[src/rtl/core/assert_macros.svh]
// Assertion macros shared by the transcoder modules.
// Each macro expects signals named clk and rst in the including module.
// Simulation builds get the checks; synthesis builds define SYNTH and get nothing.
`ifndef ASSERT_MACROS_SVH
`define ASSERT_MACROS_SVH

`ifndef SYNTH

// Holds in every cycle outside reset.
`define U8_ASSERT(lbl, prop, msg) \
  lbl: assert property (@(posedge clk) disable iff (rst) (prop)) else $error(msg);

// When the antecedent holds, the consequent holds in the next cycle.
`define U8_ASSERT_NEXT(lbl, ante, cons, msg) \
  lbl: assert property (@(posedge clk) disable iff (rst) (ante) |=> (cons)) else $error(msg);

`else

`define U8_ASSERT(lbl, prop, msg)

`define U8_ASSERT_NEXT(lbl, ante, cons, msg)

`endif

`endif

[src/rtl/core/u8u16_pkg.sv]
// Types and constants of the UTF-8 to UTF-16 transcoder.
// Used by the decoder, the job queue, the unit emitter and the top level.
package u8u16_pkg;

  localparam int unsigned CP_W   = 21;
  localparam int unsigned UNIT_W = 16;

  localparam int unsigned QDEPTH = 2;
  localparam int unsigned QPTR_W = $clog2(QDEPTH);
  localparam int unsigned QCNT_W = $clog2(QDEPTH + 1);

  localparam logic [UNIT_W-1:0] SURR_HI_BASE = 16'hD800;
  localparam logic [UNIT_W-1:0] SURR_LO_BASE = 16'hDC00;
  localparam logic [CP_W-1:0]   SUPP_BASE    = 21'h010000;

  localparam logic [2:0] SEQ_LEN1 = 3'd1;
  localparam logic [2:0] SEQ_LEN2 = 3'd2;
  localparam logic [2:0] SEQ_LEN3 = 3'd3;
  localparam logic [2:0] SEQ_LEN4 = 3'd4;

  // One decoded code point or end marker, ready to be written out.
  typedef struct packed {
    logic [UNIT_W-1:0] unit_hi;
    logic [UNIT_W-1:0] unit_lo;
    logic              pair;
    logic              present;
    logic              str_end;
  } u8u16_job_t;

endpackage

[src/rtl/core/u8u16_if.sv]
// Handshake channels of the transcoder: UTF-8 byte input and UTF-16 unit output.
// Depends on nothing.
interface u8u16_in_if;
  logic       valid;
  logic       ready;
  logic [7:0] byte_in;
  logic       string_last;

  modport source(output valid, output byte_in, output string_last, input ready);
  modport sink(input valid, input byte_in, input string_last, output ready);
endinterface

interface u8u16_out_if;
  logic        valid;
  logic        ready;
  logic [15:0] code_unit;
  logic        unit_present;
  logic        run_last;
  logic        string_end;

  modport source(output valid, output code_unit, output unit_present,
                 output run_last, output string_end, input ready);
  modport sink(input valid, input code_unit, input unit_present,
               input run_last, input string_end, output ready);
endinterface

[src/rtl/core/u8u16_front.sv]
// Decoder: gathers UTF-8 byte sequences; one job per code point or per string end.
// Depends on u8u16_pkg, u8u16_in_if and assert_macros.svh.
`include "assert_macros.svh"

module u8u16_front import u8u16_pkg::*; (
  input  logic       clk,
  input  logic       rst,
  u8u16_in_if.sink   utf8,
  output logic       job_valid,
  output u8u16_job_t job,
  input  logic       job_ready
);

  logic [1:0]      bse;
  logic [2:0]      seq;
  logic [CP_W-1:0] pcp;

  logic [1:0]      bse_a;
  logic [2:0]      seq_a;
  logic [CP_W-1:0] pcp_a;
  logic [CP_W-1:0] shifted;
  logic [CP_W-1:0] v;
  logic            emit_a;
  logic            do_emit;
  logic            step;
  logic [7:0]      b;

  assign b = utf8.byte_in;

  always_comb begin
    bse_a   = bse;
    seq_a   = seq;
    pcp_a   = pcp;
    emit_a  = 1'b0;
    unique case (bse)
      2'd1:    shifted = {15'd0, b[5:0]};
      2'd2:    shifted = {9'd0, b[5:0], 6'd0};
      default: shifted = {3'd0, b[5:0], 12'd0};
    endcase
    priority if (bse != 2'd0) begin
      pcp_a  = pcp | shifted;
      bse_a  = bse - 2'd1;
      emit_a = (bse == 2'd1);
    end else if (!b[7]) begin
      seq_a  = SEQ_LEN1;
      pcp_a  = {13'd0, b};
      emit_a = 1'b1;
    end else if (b[7:5] == 3'b110) begin
      seq_a = SEQ_LEN2;
      bse_a = 2'd1;
      pcp_a = {10'd0, b[4:0], 6'd0};
    end else if (b[7:4] == 4'b1110) begin
      seq_a = SEQ_LEN3;
      bse_a = 2'd2;
      pcp_a = {5'd0, b[3:0], 12'd0};
    end else if (b[7:3] == 5'b11110) begin
      seq_a = SEQ_LEN4;
      bse_a = 2'd3;
      pcp_a = {b[2:0], 18'd0};
    end else begin
      emit_a = 1'b0;
    end
  end

  always_comb begin
    do_emit     = emit_a || (utf8.string_last && bse_a != 2'd0);
    v           = pcp_a - SUPP_BASE;
    job.pair    = do_emit && (seq_a == SEQ_LEN4) && (pcp_a[CP_W-1:16] != '0);
    job.present = do_emit;
    job.str_end = utf8.string_last;
    job.unit_lo = SURR_LO_BASE + {6'd0, v[9:0]};
    if (job.pair) begin
      job.unit_hi = SURR_HI_BASE + {5'd0, v[CP_W-1:10]};
    end else if (do_emit) begin
      job.unit_hi = pcp_a[UNIT_W-1:0];
    end else begin
      job.unit_hi = '0;
    end
  end

  assign utf8.ready = job_ready;
  assign job_valid  = utf8.valid && (do_emit || utf8.string_last);
  assign step       = utf8.valid && job_ready;

  always_ff @(posedge clk) begin
    if (rst) begin
      bse <= '0;
      seq <= '0;
      pcp <= '0;
    end else if (step) begin
      if (do_emit || utf8.string_last) begin
        bse <= '0;
        seq <= '0;
        pcp <= '0;
      end else begin
        bse <= bse_a;
        seq <= seq_a;
        pcp <= pcp_a;
      end
    end
  end

  `U8_ASSERT(a_pending_len, (bse == 2'd0) || ({1'b0, bse} < seq), "Pending count exceeds sequence length.")
  `U8_ASSERT_NEXT(a_flush, step && utf8.string_last, (bse == 2'd0) && (pcp == '0), "State not cleared after string end.")

endmodule

[src/rtl/core/u8u16_queue.sv]
// Short job queue between the decoder and the unit emitter.
// Depends on u8u16_pkg and assert_macros.svh.
`include "assert_macros.svh"

module u8u16_queue import u8u16_pkg::*; (
  input  logic       clk,
  input  logic       rst,
  input  logic       in_valid,
  output logic       in_ready,
  input  u8u16_job_t in_job,
  output logic       out_valid,
  input  logic       out_ready,
  output u8u16_job_t out_job
);

  u8u16_job_t        slots [QDEPTH];
  logic [QPTR_W-1:0] wr_ptr;
  logic [QPTR_W-1:0] rd_ptr;
  logic [QCNT_W-1:0] count;
  logic              push;
  logic              pop;

  assign in_ready  = (count != QCNT_W'(QDEPTH));
  assign out_valid = (count != '0);
  assign out_job   = slots[rd_ptr];
  assign push      = in_valid && in_ready;
  assign pop       = out_valid && out_ready;

  always_ff @(posedge clk) begin
    if (rst) begin
      wr_ptr <= '0;
      rd_ptr <= '0;
      count  <= '0;
    end else begin
      if (push) begin
        wr_ptr <= wr_ptr + 1'b1;
      end
      if (pop) begin
        rd_ptr <= rd_ptr + 1'b1;
      end
      if (push && !pop) begin
        count <= count + 1'b1;
      end else if (pop && !push) begin
        count <= count - 1'b1;
      end
    end
  end

  always_ff @(posedge clk) begin
    if (push) begin
      slots[wr_ptr] <= in_job;
    end
  end

  `U8_ASSERT(a_count_range, count <= QCNT_W'(QDEPTH), "Queue count out of range.")
  `U8_ASSERT_NEXT(a_count_up, push && !pop, count == $past(count) + 1'b1, "Queue count missed a push.")

endmodule

[src/rtl/core/u8u16_back.sv]
// Unit emitter: turns queued jobs into UTF-16 words behind an output register.
// Depends on u8u16_pkg, u8u16_out_if and assert_macros.svh.
`include "assert_macros.svh"

module u8u16_back import u8u16_pkg::*; (
  input  logic        clk,
  input  logic        rst,
  input  logic        job_valid,
  output logic        job_ready,
  input  u8u16_job_t  job,
  u8u16_out_if.source utf16
);

  logic              out_valid;
  logic [UNIT_W-1:0] unit_r;
  logic              present_r;
  logic              run_last_r;
  logic              end_r;
  logic              sec_pending;
  logic [UNIT_W-1:0] sec_unit;
  logic              sec_end;
  logic              load;
  logic              pop;

  assign load      = !out_valid || utf16.ready;
  assign job_ready = load && !sec_pending;
  assign pop       = job_valid && job_ready;

  always_ff @(posedge clk) begin
    if (rst) begin
      out_valid   <= 1'b0;
      sec_pending <= 1'b0;
    end else if (load) begin
      if (sec_pending) begin
        out_valid   <= 1'b1;
        sec_pending <= 1'b0;
      end else begin
        out_valid   <= job_valid;
        sec_pending <= job_valid && job.pair;
      end
    end
  end

  always_ff @(posedge clk) begin
    if (load) begin
      if (sec_pending) begin
        unit_r     <= sec_unit;
        present_r  <= 1'b1;
        run_last_r <= 1'b1;
        end_r      <= sec_end;
      end else if (job_valid) begin
        unit_r     <= job.unit_hi;
        present_r  <= job.present;
        run_last_r <= !job.pair;
        end_r      <= job.str_end && !job.pair;
        sec_unit   <= job.unit_lo;
        sec_end    <= job.str_end;
      end
    end
  end

  assign utf16.valid        = out_valid;
  assign utf16.code_unit    = unit_r;
  assign utf16.unit_present = present_r;
  assign utf16.run_last     = run_last_r;
  assign utf16.string_end   = end_r;

  `U8_ASSERT(a_first_half, !sec_pending || (out_valid && !run_last_r && !end_r), "Second unit pending without a first unit shown.")
  `U8_ASSERT_NEXT(a_pair_follows, pop && job.pair, sec_pending && out_valid, "Surrogate pair lost its second unit.")

endmodule

[src/rtl/core/utf8_to_utf16_transcoder.sv]
// UTF-8 to UTF-16 transcoder, top level.
// Depends on u8u16_pkg, u8u16_if, u8u16_front, u8u16_queue and u8u16_back.
//
// The utf8 channel takes one byte per word, with string_last set on the final
// byte of a string. The utf16 channel gives one UTF-16 code unit per word;
// run_last marks the last word caused by an input byte and string_end the last
// word of the string. A string whose final byte is invalid where it stands ends
// with a bare marker word that has unit_present low and code_unit zero.
// Bytes are accepted one per cycle while utf8.ready is high. A word caused by a
// byte passes the job queue register and then the output register before it is
// valid on utf16. A code point above 0xFFFF gives its surrogate pair as two
// words; the output gives one word per cycle while the receiver takes them.
// When the receiver stalls, the output register holds its word and the job
// queue fills; once it holds two jobs, utf8.ready stays low until a job moves
// on to the output register, and rises in the cycle after that.
// Reset clears the decoder state, the queue and the output valid at the first
// clock edge with rst high.
module utf8_to_utf16_transcoder import u8u16_pkg::*; (
  input  logic        clk,
  input  logic        rst,
  u8u16_in_if.sink    utf8,
  u8u16_out_if.source utf16
);

  logic       f_valid;
  logic       f_ready;
  u8u16_job_t f_job;
  logic       b_valid;
  logic       b_ready;
  u8u16_job_t b_job;

  u8u16_front u_front (
    .clk       (clk),
    .rst       (rst),
    .utf8      (utf8),
    .job_valid (f_valid),
    .job       (f_job),
    .job_ready (f_ready)
  );

  u8u16_queue u_queue (
    .clk       (clk),
    .rst       (rst),
    .in_valid  (f_valid),
    .in_ready  (f_ready),
    .in_job    (f_job),
    .out_valid (b_valid),
    .out_ready (b_ready),
    .out_job   (b_job)
  );

  u8u16_back u_back (
    .clk       (clk),
    .rst       (rst),
    .job_valid (b_valid),
    .job_ready (b_ready),
    .job       (b_job),
    .utf16     (utf16)
  );

endmodule

[src/flat_wrapper.sv]
// flat-port wrapper written by rule: the top's interface ports become plain ports
module utf8_to_utf16_transcoder_flat import u8u16_pkg::*;
  (clk, rst, utf8_valid, utf8_byte_in, utf8_string_last, utf8_ready, utf16_valid, utf16_code_unit, utf16_unit_present, utf16_run_last, utf16_string_end, utf16_ready);
  u8u16_in_if utf8_i ();
  u8u16_out_if utf16_i ();
  input  logic clk;
  input  logic rst;
  input wire logic [$bits(utf8_i.valid)-1:0] utf8_valid;
  input wire logic [$bits(utf8_i.byte_in)-1:0] utf8_byte_in;
  input wire logic [$bits(utf8_i.string_last)-1:0] utf8_string_last;
  output wire logic [$bits(utf8_i.ready)-1:0] utf8_ready;
  output wire logic [$bits(utf16_i.valid)-1:0] utf16_valid;
  output wire logic [$bits(utf16_i.code_unit)-1:0] utf16_code_unit;
  output wire logic [$bits(utf16_i.unit_present)-1:0] utf16_unit_present;
  output wire logic [$bits(utf16_i.run_last)-1:0] utf16_run_last;
  output wire logic [$bits(utf16_i.string_end)-1:0] utf16_string_end;
  input wire logic [$bits(utf16_i.ready)-1:0] utf16_ready;
  assign utf8_i.valid = utf8_valid;
  assign utf8_i.byte_in = utf8_byte_in;
  assign utf8_i.string_last = utf8_string_last;
  assign utf8_ready = utf8_i.ready;
  assign utf16_valid = utf16_i.valid;
  assign utf16_code_unit = utf16_i.code_unit;
  assign utf16_unit_present = utf16_i.unit_present;
  assign utf16_run_last = utf16_i.run_last;
  assign utf16_string_end = utf16_i.string_end;
  assign utf16_i.ready = utf16_ready;
  utf8_to_utf16_transcoder u_core (.clk(clk), .rst(rst), .utf8(utf8_i), .utf16(utf16_i));
endmodule
[config.mk]
export PLATFORM = sky130hd
export DESIGN_NAME = utf8_to_utf16_transcoder_flat
export DESIGN_NICKNAME = d
export VERILOG_FILES = /design/src/rtl/core/u8u16_pkg.sv /design/src/rtl/core/u8u16_if.sv /design/src/rtl/core/u8u16_front.sv /design/src/rtl/core/u8u16_queue.sv /design/src/rtl/core/u8u16_back.sv /design/src/rtl/core/utf8_to_utf16_transcoder.sv /design/src/flat_wrapper.sv
export VERILOG_INCLUDE_DIRS = /design/src /design/src/rtl/core
export SDC_FILE = /design/constraint.sdc
export NUM_CORES = 1
export LEC_CHECK = 0
export BUFFER_PORTS_ARGS = -buffer_cell sky130_fd_sc_hd__buf_4
export CORE_ASPECT_RATIO = 0.9
export CORE_MARGIN = 3
export CORE_UTILIZATION = 50
export DETAILED_ROUTE_END_ITERATION = 7
export HOLD_SLACK_MARGIN = 0.15
export PLACE_DENSITY_LB_ADDON = 0.25
export SLEW_MARGIN = 20
export SYNTH_ARGS = -nofsm -noshare
export SYNTH_HDL_FRONTEND = slang
export SYNTH_SLANG_ARGS = --single-unit
[constraint.sdc]
create_clock -name clk -period 4.6 [get_ports clk]
set_input_delay 0.46 -clock clk [delete_from_list [all_inputs] [get_ports clk]]
set_output_delay 0.46 -clock clk [all_outputs]
set_load 0.05 [all_outputs]
Yosys cells after proc, flatten, opt, wreduce, memory -nomap -nowiden
Memory sizes are Yosys's and may differ from the RTL's. A register that Yosys moved wholly into a read port is not among the register bits.
Index checks and enable logic that the tools add are counted.
- bits in registers: 68
- memories: 1
- bits in writable memories: 70
- bitwise logic cells: 2
- multiplexer cells: 37
- $add $sub $neg: 8
- reductions and logical operators: 28
- equal/unequal tests: 7
- memory list (name ; depth ; bits a word ; rd ports ; clocked after Yosys merged registers in ; write ports ; RTL line ; source):
    u_core.u_queue.slots ; 2 ; 35 ; 1 ; 1 ; 1 ; u8u16_queue.sv:16 ; u8u16_job_t slots [QDEPTH];
- operators with widths (kind ; count):
    2-to-1 mux 21 bit ; 6
    2-to-1 mux 16 bit ; 4
    case mux 18 bit (2 select lines) ; 1
    OR 21 bit ; 1
    subtractor 21 x 17 -> 21 bit, second input constant ; 1
    2-to-1 mux 3 bit ; 6
    adder 15 x 11 -> 16 bit, first input constant ; 1
    adder 15 x 12 -> 16 bit, first input constant ; 1
    2-to-1 mux 2 bit ; 8
    logical AND 1 bit ; 12
    2-to-1 mux 1 bit ; 12
    nonzero test 2 bit ; 5
    == test 3 bit, second input constant ; 2
    == test 5 bit, second input constant ; 1
    logical NOT 1 bit ; 5
    nonzero test 5 bit ; 1
    == test 4 bit, second input constant ; 1
    subtractor 2 x 1 -> 2 bit, second input constant ; 2
    logical OR 1 bit ; 3
    AND reduction 3 bit ; 1
    adder 1 bit, second input constant ; 2
    adder 2 x 1 -> 2 bit, second input constant ; 1
    == test 2 x 1 -> 1 bit, second input constant ; 1
    == test 2 bit, second input constant ; 1
    other kinds (3) ; 3

Longest topological paths before layout
Gate-level depths: netlist of run 1.
- depth in word-level cells: 16
- depth in mapped cells: 12
- mapped depth without buffers: 10

Hierarchy
A second synthesis of run 1 with hierarchy kept.
- cells, all modules: 471
- area total of the unflattened synthesis: 6148.4 um2
- modules (own cells, without submodules) (module ; area each (um2) ; cells an instance ; instances):
    u8u16_queue ; 2746.4 ; 133 ; 1
    u8u16_front ; 1958.1 ; 266 ; 1
    u8u16_back ; 1443.9 ; 72 ; 1

Worst setup path before layout of run 1
Ideal clock, no wire load.
- path kind: reg2reg
- from: register u_core.u_queue.count[0]
- to: memory u_core.u_queue.slots[0][0] (netlist name) (enable)
- required time: 4.149 ns
- setup slack: 0.730 ns
- period minus slack after synthesis: 3.870 ns
- stages on the path, launching flop included: 5
- arrival: 3.419 ns
- path through: dfxtp_1 nand2b_1 nand2_1 clkbuf_1 nor3_1
- longest elaborated chain between the ends: 4
- ends and longest elaborated chain (element ; RTL line ; source):
    start, declared ; u8u16_queue.sv:19 ; logic [QCNT_W-1:0] count;
    start signal, assigned ; u8u16_queue.sv:42 ; count <= count + 1'b1;
    start signal, assigned ; u8u16_queue.sv:44 ; count <= count - 1'b1;
    inequality test 2 bit ; u8u16_queue.sv:23 ; assign in_ready = (count != QCNT_W'(QDEPTH));
    net utf8_ready ; flat_wrapper.sv:11 ; output wire logic [$bits(utf8_i.ready)-1:0] utf8_ready;
    logical AND 1 bit ; u8u16_queue.sv:26 ; assign push = in_valid && in_ready;
    2-to-1 mux 1 bit ; u8u16_queue.sv:50 ; if (push) begin
    2-to-1 mux 1 bit (implied by the code) ; u8u16_queue.sv:51 ; slots[wr_ptr] <= in_job;
    end, declared ; u8u16_queue.sv:16 ;
The timed path passes the listed nets, and every way through them passes these cells.

==> results of run 1 <==
[metal layers]
layer	global-route usage [%]	part of all wire, %	vias to the layer above
met5	0	0	-
met4	4.41	0.85	0
met3	5.96	6.4	8
met2	28.0	46	132
met1	26.3	47	1639
li1	-	-	1650
[kinds of logic (layout without fill, tap and decap cells)]
logic type      count (synthesis)  after routing
simple gates                  114            114
buf+inv                        40             83
xor+xnor                        7              7
fa+ha+maj                       6              6
compound gates                106            106
mux                            34             34
flops                         121            121
[sequential cells by signal, indices dropped and copies added (netlist names), 2 cells and up, named ones only]
signal / flops
u_core.u_front.pcp: 21
u_core.u_queue.slots: 58
u_core.u_back.utf16.code_unit: 16
u_core.u_front.bse: 2
u_core.u_back.sec_unit: 10
u_core.u_queue.count: 2
u_core.u_front.seq: 3
[Yosys cell counts, types with 2 or more instances]
| master | instances | share of area (%) |
|---|---|---|
| ha_1 | 6 | 1.4 |
| nor2b_1 | 19 | 2.2 |
| and3_1 | 2 | 0.24 |
| a31oi_1 | 2 | 0.24 |
| a22o_1 | 12 | 2.0 |
| edfxtp_1 | 88 | 50 |
| buf_6 | 2 | 0.42 |
| nand2b_1 | 8 | 0.94 |
| o21ai_0 | 22 | 2.1 |
| o22ai_1 | 4 | 0.47 |
| inv_1 | 12 | 0.85 |
| buf_1 | 3 | 0.21 |
| clkbuf_1 | 17 | 1.2 |
| a21oi_1 | 16 | 1.5 |
| mux2_4 | 6 | 1.7 |
| a21o_1 | 3 | 0.42 |
| nand2_1 | 22 | 1.6 |
| a211o_1 | 8 | 1.3 |
| buf_2 | 4 | 0.38 |
| nor3_1 | 6 | 0.57 |
| xor2_1 | 3 | 0.50 |
| dfxtp_1 | 33 | 12 |
| a22oi_1 | 25 | 3.5 |
| nand3_1 | 3 | 0.28 |
| xnor2_1 | 4 | 0.66 |
| nor2_1 | 44 | 3.1 |
| or3_1 | 3 | 0.35 |
| mux2_2 | 12 | 2.5 |
| mux2i_1 | 16 | 3.0 |
[metrics by stage]
stage          setup slack [ns]  cell area [µm²]  power [mW]
6_report                   1.07             6220        3.92
5_1_grt                   0.847             6220        4.10
4_1_cts                   0.783             6220        3.95
3_5_place_dp              0.797             5630        2.63
3_3_place_gp              0.925             5630        2.60
2_1_floorplan             0.730             5300        2.32
[cell usage in the layout, fill, tap and decap left out, types with 6 or more instances in the layout]
| master | instances |
|---|---|
| nor2b_1 | 19 |
| a21oi_1 | 16 |
| mux2_4 | 6 |
| buf_4 | 39 |
| nor2_1 | 44 |
| dfxtp_1 | 32 |
| mux2_2 | 12 |
| o21ai_0 | 22 |
| mux2i_1 | 16 |
| a22o_1 | 12 |
| inv_1 | 12 |
| a211o_1 | 8 |
| nand2b_1 | 8 |
| a22oi_1 | 25 |
| edfxtp_1 | 88 |
| clkbuf_16 | 17 |
| nand2_1 | 22 |
| ha_1 | 6 |
[how the worst min path moves through the flow]
stage | startpoint | end | slack (ns) | cells past startpoint
3_5_place_dp | u_core.u_front.seq[1] | u_core.u_front.seq[1] | 0.46 | 2
6_report | utf8_string_last | u_core.u_queue.slots[1][0] | 0.28 | 1
3_3_place_gp | u_core.u_front.seq[1] | u_core.u_front.seq[1] | 0.44 | 2
5_1_grt | utf8_string_last | u_core.u_queue.slots[1][0] | 0.26 | 1
4_1_cts | utf8_string_last | u_core.u_queue.slots[1][0] | 0.25 | 1
2_1_floorplan | u_core.u_front.seq[1] | u_core.u_front.seq[1] | 0.43 | 2
[power by group through the flow]
stage / Combinational [mW] / Sequential [mW] / Clock [mW]
2_1_floorplan: 0.437 / 1.89 / 0
3_3_place_gp: 1.03 / 1.57 / 0
3_5_place_dp: 1.04 / 1.58 / 0
4_1_cts: 1.05 / 1.56 / 1.34
5_1_grt: 1.12 / 1.58 / 1.40
6_report: 1.04 / 1.56 / 1.32
[cell type report]
cell class | instances | area, µm²
Clock inverter | 14 | 164
Tap cell | 129 | 161
Clock buffer | 18 | 429
Fill cell | 811 | 4070
Inverter | 12 | 45.0
Sequential cell | 121 | 3300
Timing Repair Buffer | 39 | 293
Multi-Input combinational cell | 267 | 1830
==> impl_metrics.ini, run 1 <==
[sta]
rsz0062_at_grt = false
fin_tns_setup_ns = 0
setup_viol = 0
skew_ns = 0.0203
fmax_ghz = 0.283
relSlewSlack_pct = 32.9
holdWs_ns = 0.278
hold_viol = 0
min_period_ns = 3.53
fin_crit_sh_pct = 76.8
report.final.slew_viol_count = 0
worstMarginPinSlew_ns = 1.00

[worst_setup_path]
reg2reg_slack_ns = 1.07
crit_arrival_ns = 3.67
slowest_stage = a211o_1
crit_family = compound AO/OA/AOI/OAI gates
crit_cells = 8
cp_cell_sequence = inv_1, ha_1, nand4_2, a21oi_1, a311o_1, o21ai_2, a211o_1, mux2_4
setup.worst_path.start_class = register
worstSetupStartpoint = u_core.u_front.bse[0]
required_ns = 4.74
crit_type = reg2reg
critPathMaxFanout = 19
worst_r2r_startpoint = u_core.u_front.bse[0]
r2r_end = u_core.u_queue.slots[1][20]
path_buf_inv = 1
r2r_cells = 8
end_kind = register
critPathMaxStageDelay_ns = 0.68
endpoint = u_core.u_queue.slots[1][20]

[pwr]
pwr-share-comb_pct = 26.6
peakVddDrop_uv = 422
power.clock.fraction_pct = 33.7
cellPowerDensity_nw_per_um2 = 630
p_leak_nw = 2.31
p_int_mw = 2.62
sw_frac_of_total_pct = 33.1
p_switching_mw = 1.30
seqPwrFrac_pct = 39.7

[synthesis]
synth-edff-count = 88
synth_compound_area_share_pct = 13.9
yosys.cell_types.count = 52
syn_nets = 447
synth_area_um2 = 5300
synth-xor-area-share_pct = 1.16
synthAdderAreaFrac_pct = 1.42
synth_simple_gate_area_share_pct = 10.5
netlist_instances = 428
synthFlopType = edfxtp_1
yosys_warnings = 0
ys_seq_area_share_pct = 62.3
async_flop_share_pct = 0
syn_avg_cell_area_um2 = 12.4
synth-seq-cells = 121
synthMuxAreaShare_pct = 7.27
synth_top_family_by_area = compound AO/OA/AOI/OAI gates

[layout]
final_core_util_pct = 60.5
layout-drive-gt1-share_pct = 21.0
finalNetCount = 477
diodes = 0
area_growth_pct = 17.4
final_cells = 600

[clock_network]
cts_made_buffers = 17
clock_path_buffers = 2
hold_buffers = 0
cts_resized = 0
clkLatencyLatePin_ns = 0.41
clk_pin_slew_ns = 0.06
cts_setup_buffers = 0
cts_sinks = 121
cts_tree = yes
htree_levels = 4
clockRootBuffer = clkbuf_16

[route]
drtIter0Drc = 297
drc_errors = 0
via_per_inst = 5.72
wire_per_inst_um = 17.9
drtAntennaViolNets = 0
num_vias = 3429
drt_first_pass_iters = 5
wirelength_um = 10700

[global_route]
grt_antenna_before_repair = 0
overflow = 0
grt_pass1_wl_um = 17100
track_usage_pct = 18.6
grt_max_degree = 36
grt_pass1_vias = 3233

[flow_run]
drv_cap = 0

[place]
hpwlAfterDp_um = 6680
globalplace.congestion = 0.860
dp.cells = 568
portBuffers = 33

[floorplan]
start_util_pct = 51.5
fp.coreArea_um2 = 10300
die_w_um = 115
ioPinCount = 34
num_rows = 35
die_h_um = 104
die_area_um2 = 11900

[worst_hold_path]
holdCritPathClass = in2reg

[run_status]
status = finished, final reports clean
No activity file was read; power rests on OpenSTA's default activity.
==> inputs of run 2 (changes only) <==
--- a/config.mk
+++ b/config.mk
@@ -6,6 +6,7 @@
 export SDC_FILE = /design/constraint.sdc
 export NUM_CORES = 1
 export LEC_CHECK = 0
+export ABC_AREA = 1
 export BUFFER_PORTS_ARGS = -buffer_cell sky130_fd_sc_hd__buf_4
 export CORE_ASPECT_RATIO = 0.9
 export CORE_MARGIN = 3
==> constraint.sdc (replaced) <==
create_clock -name clk -period 3.5 [get_ports clk]
set_input_delay 0.35 -clock clk [delete_from_list [all_inputs] [get_ports clk]]
set_output_delay 0.35 -clock clk [all_outputs]
set_load 0.05 [all_outputs]
==> run 2 against run 1 <==
Compared with the run above:
- worst hold slack got worse by 0.080 ns
- critical path depth rose by 1
- combinational power grew 44%
- global-route usage is 3.0 points higher
- clock power up 37%
- sequential power is 32% higher
- via count rose by 21%
- register-to-register slack got worse by 0.60 ns
- final cell count increased by 27%
- critical path type unchanged
- largest power group unchanged
- highest routed layer unchanged
==> impl_metrics.ini, run 2 <==
[run_status]
status = finished, final reports clean

[clock_network]
clk_pin_slew_ns = 0.05
cts_setup_buffers = 0
clockRootBuffer = clkbuf_16
clkLatencyLatePin_ns = 0.41
cts_made_buffers = 17
cts_resized = 0
hold_buffers = 0
cts_sinks = 121
clock_path_buffers = 2
htree_levels = 4
cts_tree = yes

[layout]
area_growth_pct = 17.5
finalNetCount = 639
diodes = 0
largest_reg_flops = 58
regMostFlops = u_core.u_queue.slots
layout-drive-gt1-share_pct = 15.6
final_cell_mix = nand2_1 (181), edfxtp_1 (88), a21oi_1 (66)
final_area_um2 = 6480
final_common_cell = nand2_1

[place]
globalplace.congestion = 0.907
portBuffers = 33
hpwlAfterDp_um = 8020
placed_area_um2 = 5860

[synthesis]
synth_simple_gate_area_share_pct = 21.4
synth_area_um2 = 5520
synth-seq-cells = 121
synth-edff-count = 88
post-synth-top-count-cell = nand2_1
synth_area_leaders = edfxtp_1 (48%), nand2_1 (12%), dfxtp_1 (12%)
yosys.cell_types.count = 37
syn_nets = 602
async_flop_share_pct = 0
synth_top_family_by_area = simple AND/OR/NAND/NOR gates
synth_top_area_share_pct = 47.9
synthAdderAreaFrac_pct = 1.36
synthFlopType = edfxtp_1
netlist_instances = 583
ys_seq_area_share_pct = 59.9
yosys_warnings = 0
syn_avg_cell_area_um2 = 9.46
synthMuxAreaShare_pct = 0
synth-xor-area-share_pct = 0.159
synth_compound_area_share_pct = 11.6
synth.top_cells.by_count = nand2_1 (181), edfxtp_1 (88), a21oi_1 (67)
synth_top_cell_by_area = edfxtp_1

[worst_setup_path]
critPathMaxStageDelay_ns = 0.79
required_ns = 3.63
crit_family = adder cells
crit_arrival_ns = 3.16
worstSetupStartpoint = u_core.u_front.bse[0]
slowest_stage = ha_1
cp_cell_sequence = inv_1, ha_1, inv_1, nand2_1, o21ai_0, o21ai_2, nand4_2, nand3_4, o21ai_0
crit_type = reg2reg
path_buf_inv = 2
setup.worst_path.start_class = register
end_kind = register
critPathMaxFanout = 25
worst_r2r_startpoint = u_core.u_front.bse[0]

[route]
wire_per_inst_um = 16.3
drt_first_pass_iters = 4
wirelength_um = 12400
drtIter0Drc = 428
via_per_inst = 5.45
drc_errors = 0
num_vias = 4152
drtAntennaViolNets = 0

[pwr]
power.clock.fraction_pct = 33.7
p_switching_mw = 1.84
seqPwrFrac_pct = 38.4
cellPowerDensity_nw_per_um2 = 829
p_leak_nw = 2.62
sw_frac_of_total_pct = 34.2
p_int_mw = 3.53
peakVddDrop_uv = 299
pwr-share-comb_pct = 27.9

[sta]
report.final.slew_viol_count = 0
fin_tns_setup_ns = 0
fin_crit_sh_pct = 86.7
worstMarginPinSlew_ns = 0.954
hold_viol = 0
skew_ns = 0.0112
setup_viol = 0
relSlewSlack_pct = 36.4
min_period_ns = 3.03
fmax_ghz = 0.330
rsz0062_at_grt = false

[floorplan]
start_util_pct = 52.5
fp.coreArea_um2 = 10500
num_rows = 35
die_area_um2 = 12300
die_w_um = 117
ioPinCount = 34
die_h_um = 106

[global_route]
grt_antenna_before_repair = 0
grt_pass1_wl_um = 20300
track_usage_pct = 21.6
grt_max_degree = 31
grt_pass1_vias = 4003
overflow = 0

[worst_hold_path]
holdCritPathClass = in2reg
min-delay-start = utf8_string_last

[flow_run]
drv_cap = 0
==> run 2: area by class of cell <==
cell class              count  area (µm²)
well taps                 129         161
fillers                   867        4030
clock buffers              23         478
multi-input cells         390        1910
flip-flops and latches    121        3300
inverters                  50         188
repair buffers             40         300
clock inverters             9         139
==> run 2: worst paths after layout <==
kind                            endpoint  cells after the start  slack (ns)
max          u_core.u_queue.slots[1][30]                      9        0.47
min           u_core.u_queue.slots[1][0]                      1        0.20
max reg2reg  u_core.u_queue.slots[1][30]                      9        0.47
min reg2reg        u_core.u_front.pcp[1]                      2        0.47
==> run 2: stage by stage <==
step	std cells	power (mW)	util [%]	setup WS, ns	hold slack [ns]
floorplan	583	3.12	-	0.412	0.441
global placement	730	3.55	55.8	0.640	0.455
detailed placement	730	3.59	55.8	0.528	0.460
CTS	762	5.40	61.7	0.504	0.184
global route	762	5.61	61.7	0.125	0.183
finish	762	5.37	61.7	0.467	0.198
==> run 2: cells by family after synthesis <==
group,count (synthesis)
buffers and inverters,72
XOR/XNOR,1
flip-flops,121
adder cells (fa/ha/maj),6
AO/OA/AOI/OAI,115
AND/OR/NAND/NOR,268
==> run 2: routing by layer <==
| metal | routed length, µm | share of wire (%) | global-route usage, % |
|---|---|---|---|
| met5 | 0 | 0 | 0 |
| met4 | 127 | 1.0 | 5.49 |
| met3 | 656 | 5.3 | 5.74 |
| met2 | 5960 | 48 | 34.2 |
| met1 | 5640 | 46 | 29.4 |
==> run 2: power by group through the flow <==
stage | registers, mW | logic (mW) | clock network [mW]
floorplan | 2.51 | 0.608 | 0
global placement | 2.08 | 1.47 | 0
detailed placement | 2.09 | 1.50 | 0
CTS | 2.06 | 1.51 | 1.83
global route | 2.09 | 1.63 | 1.89
finish | 2.06 | 1.50 | 1.81
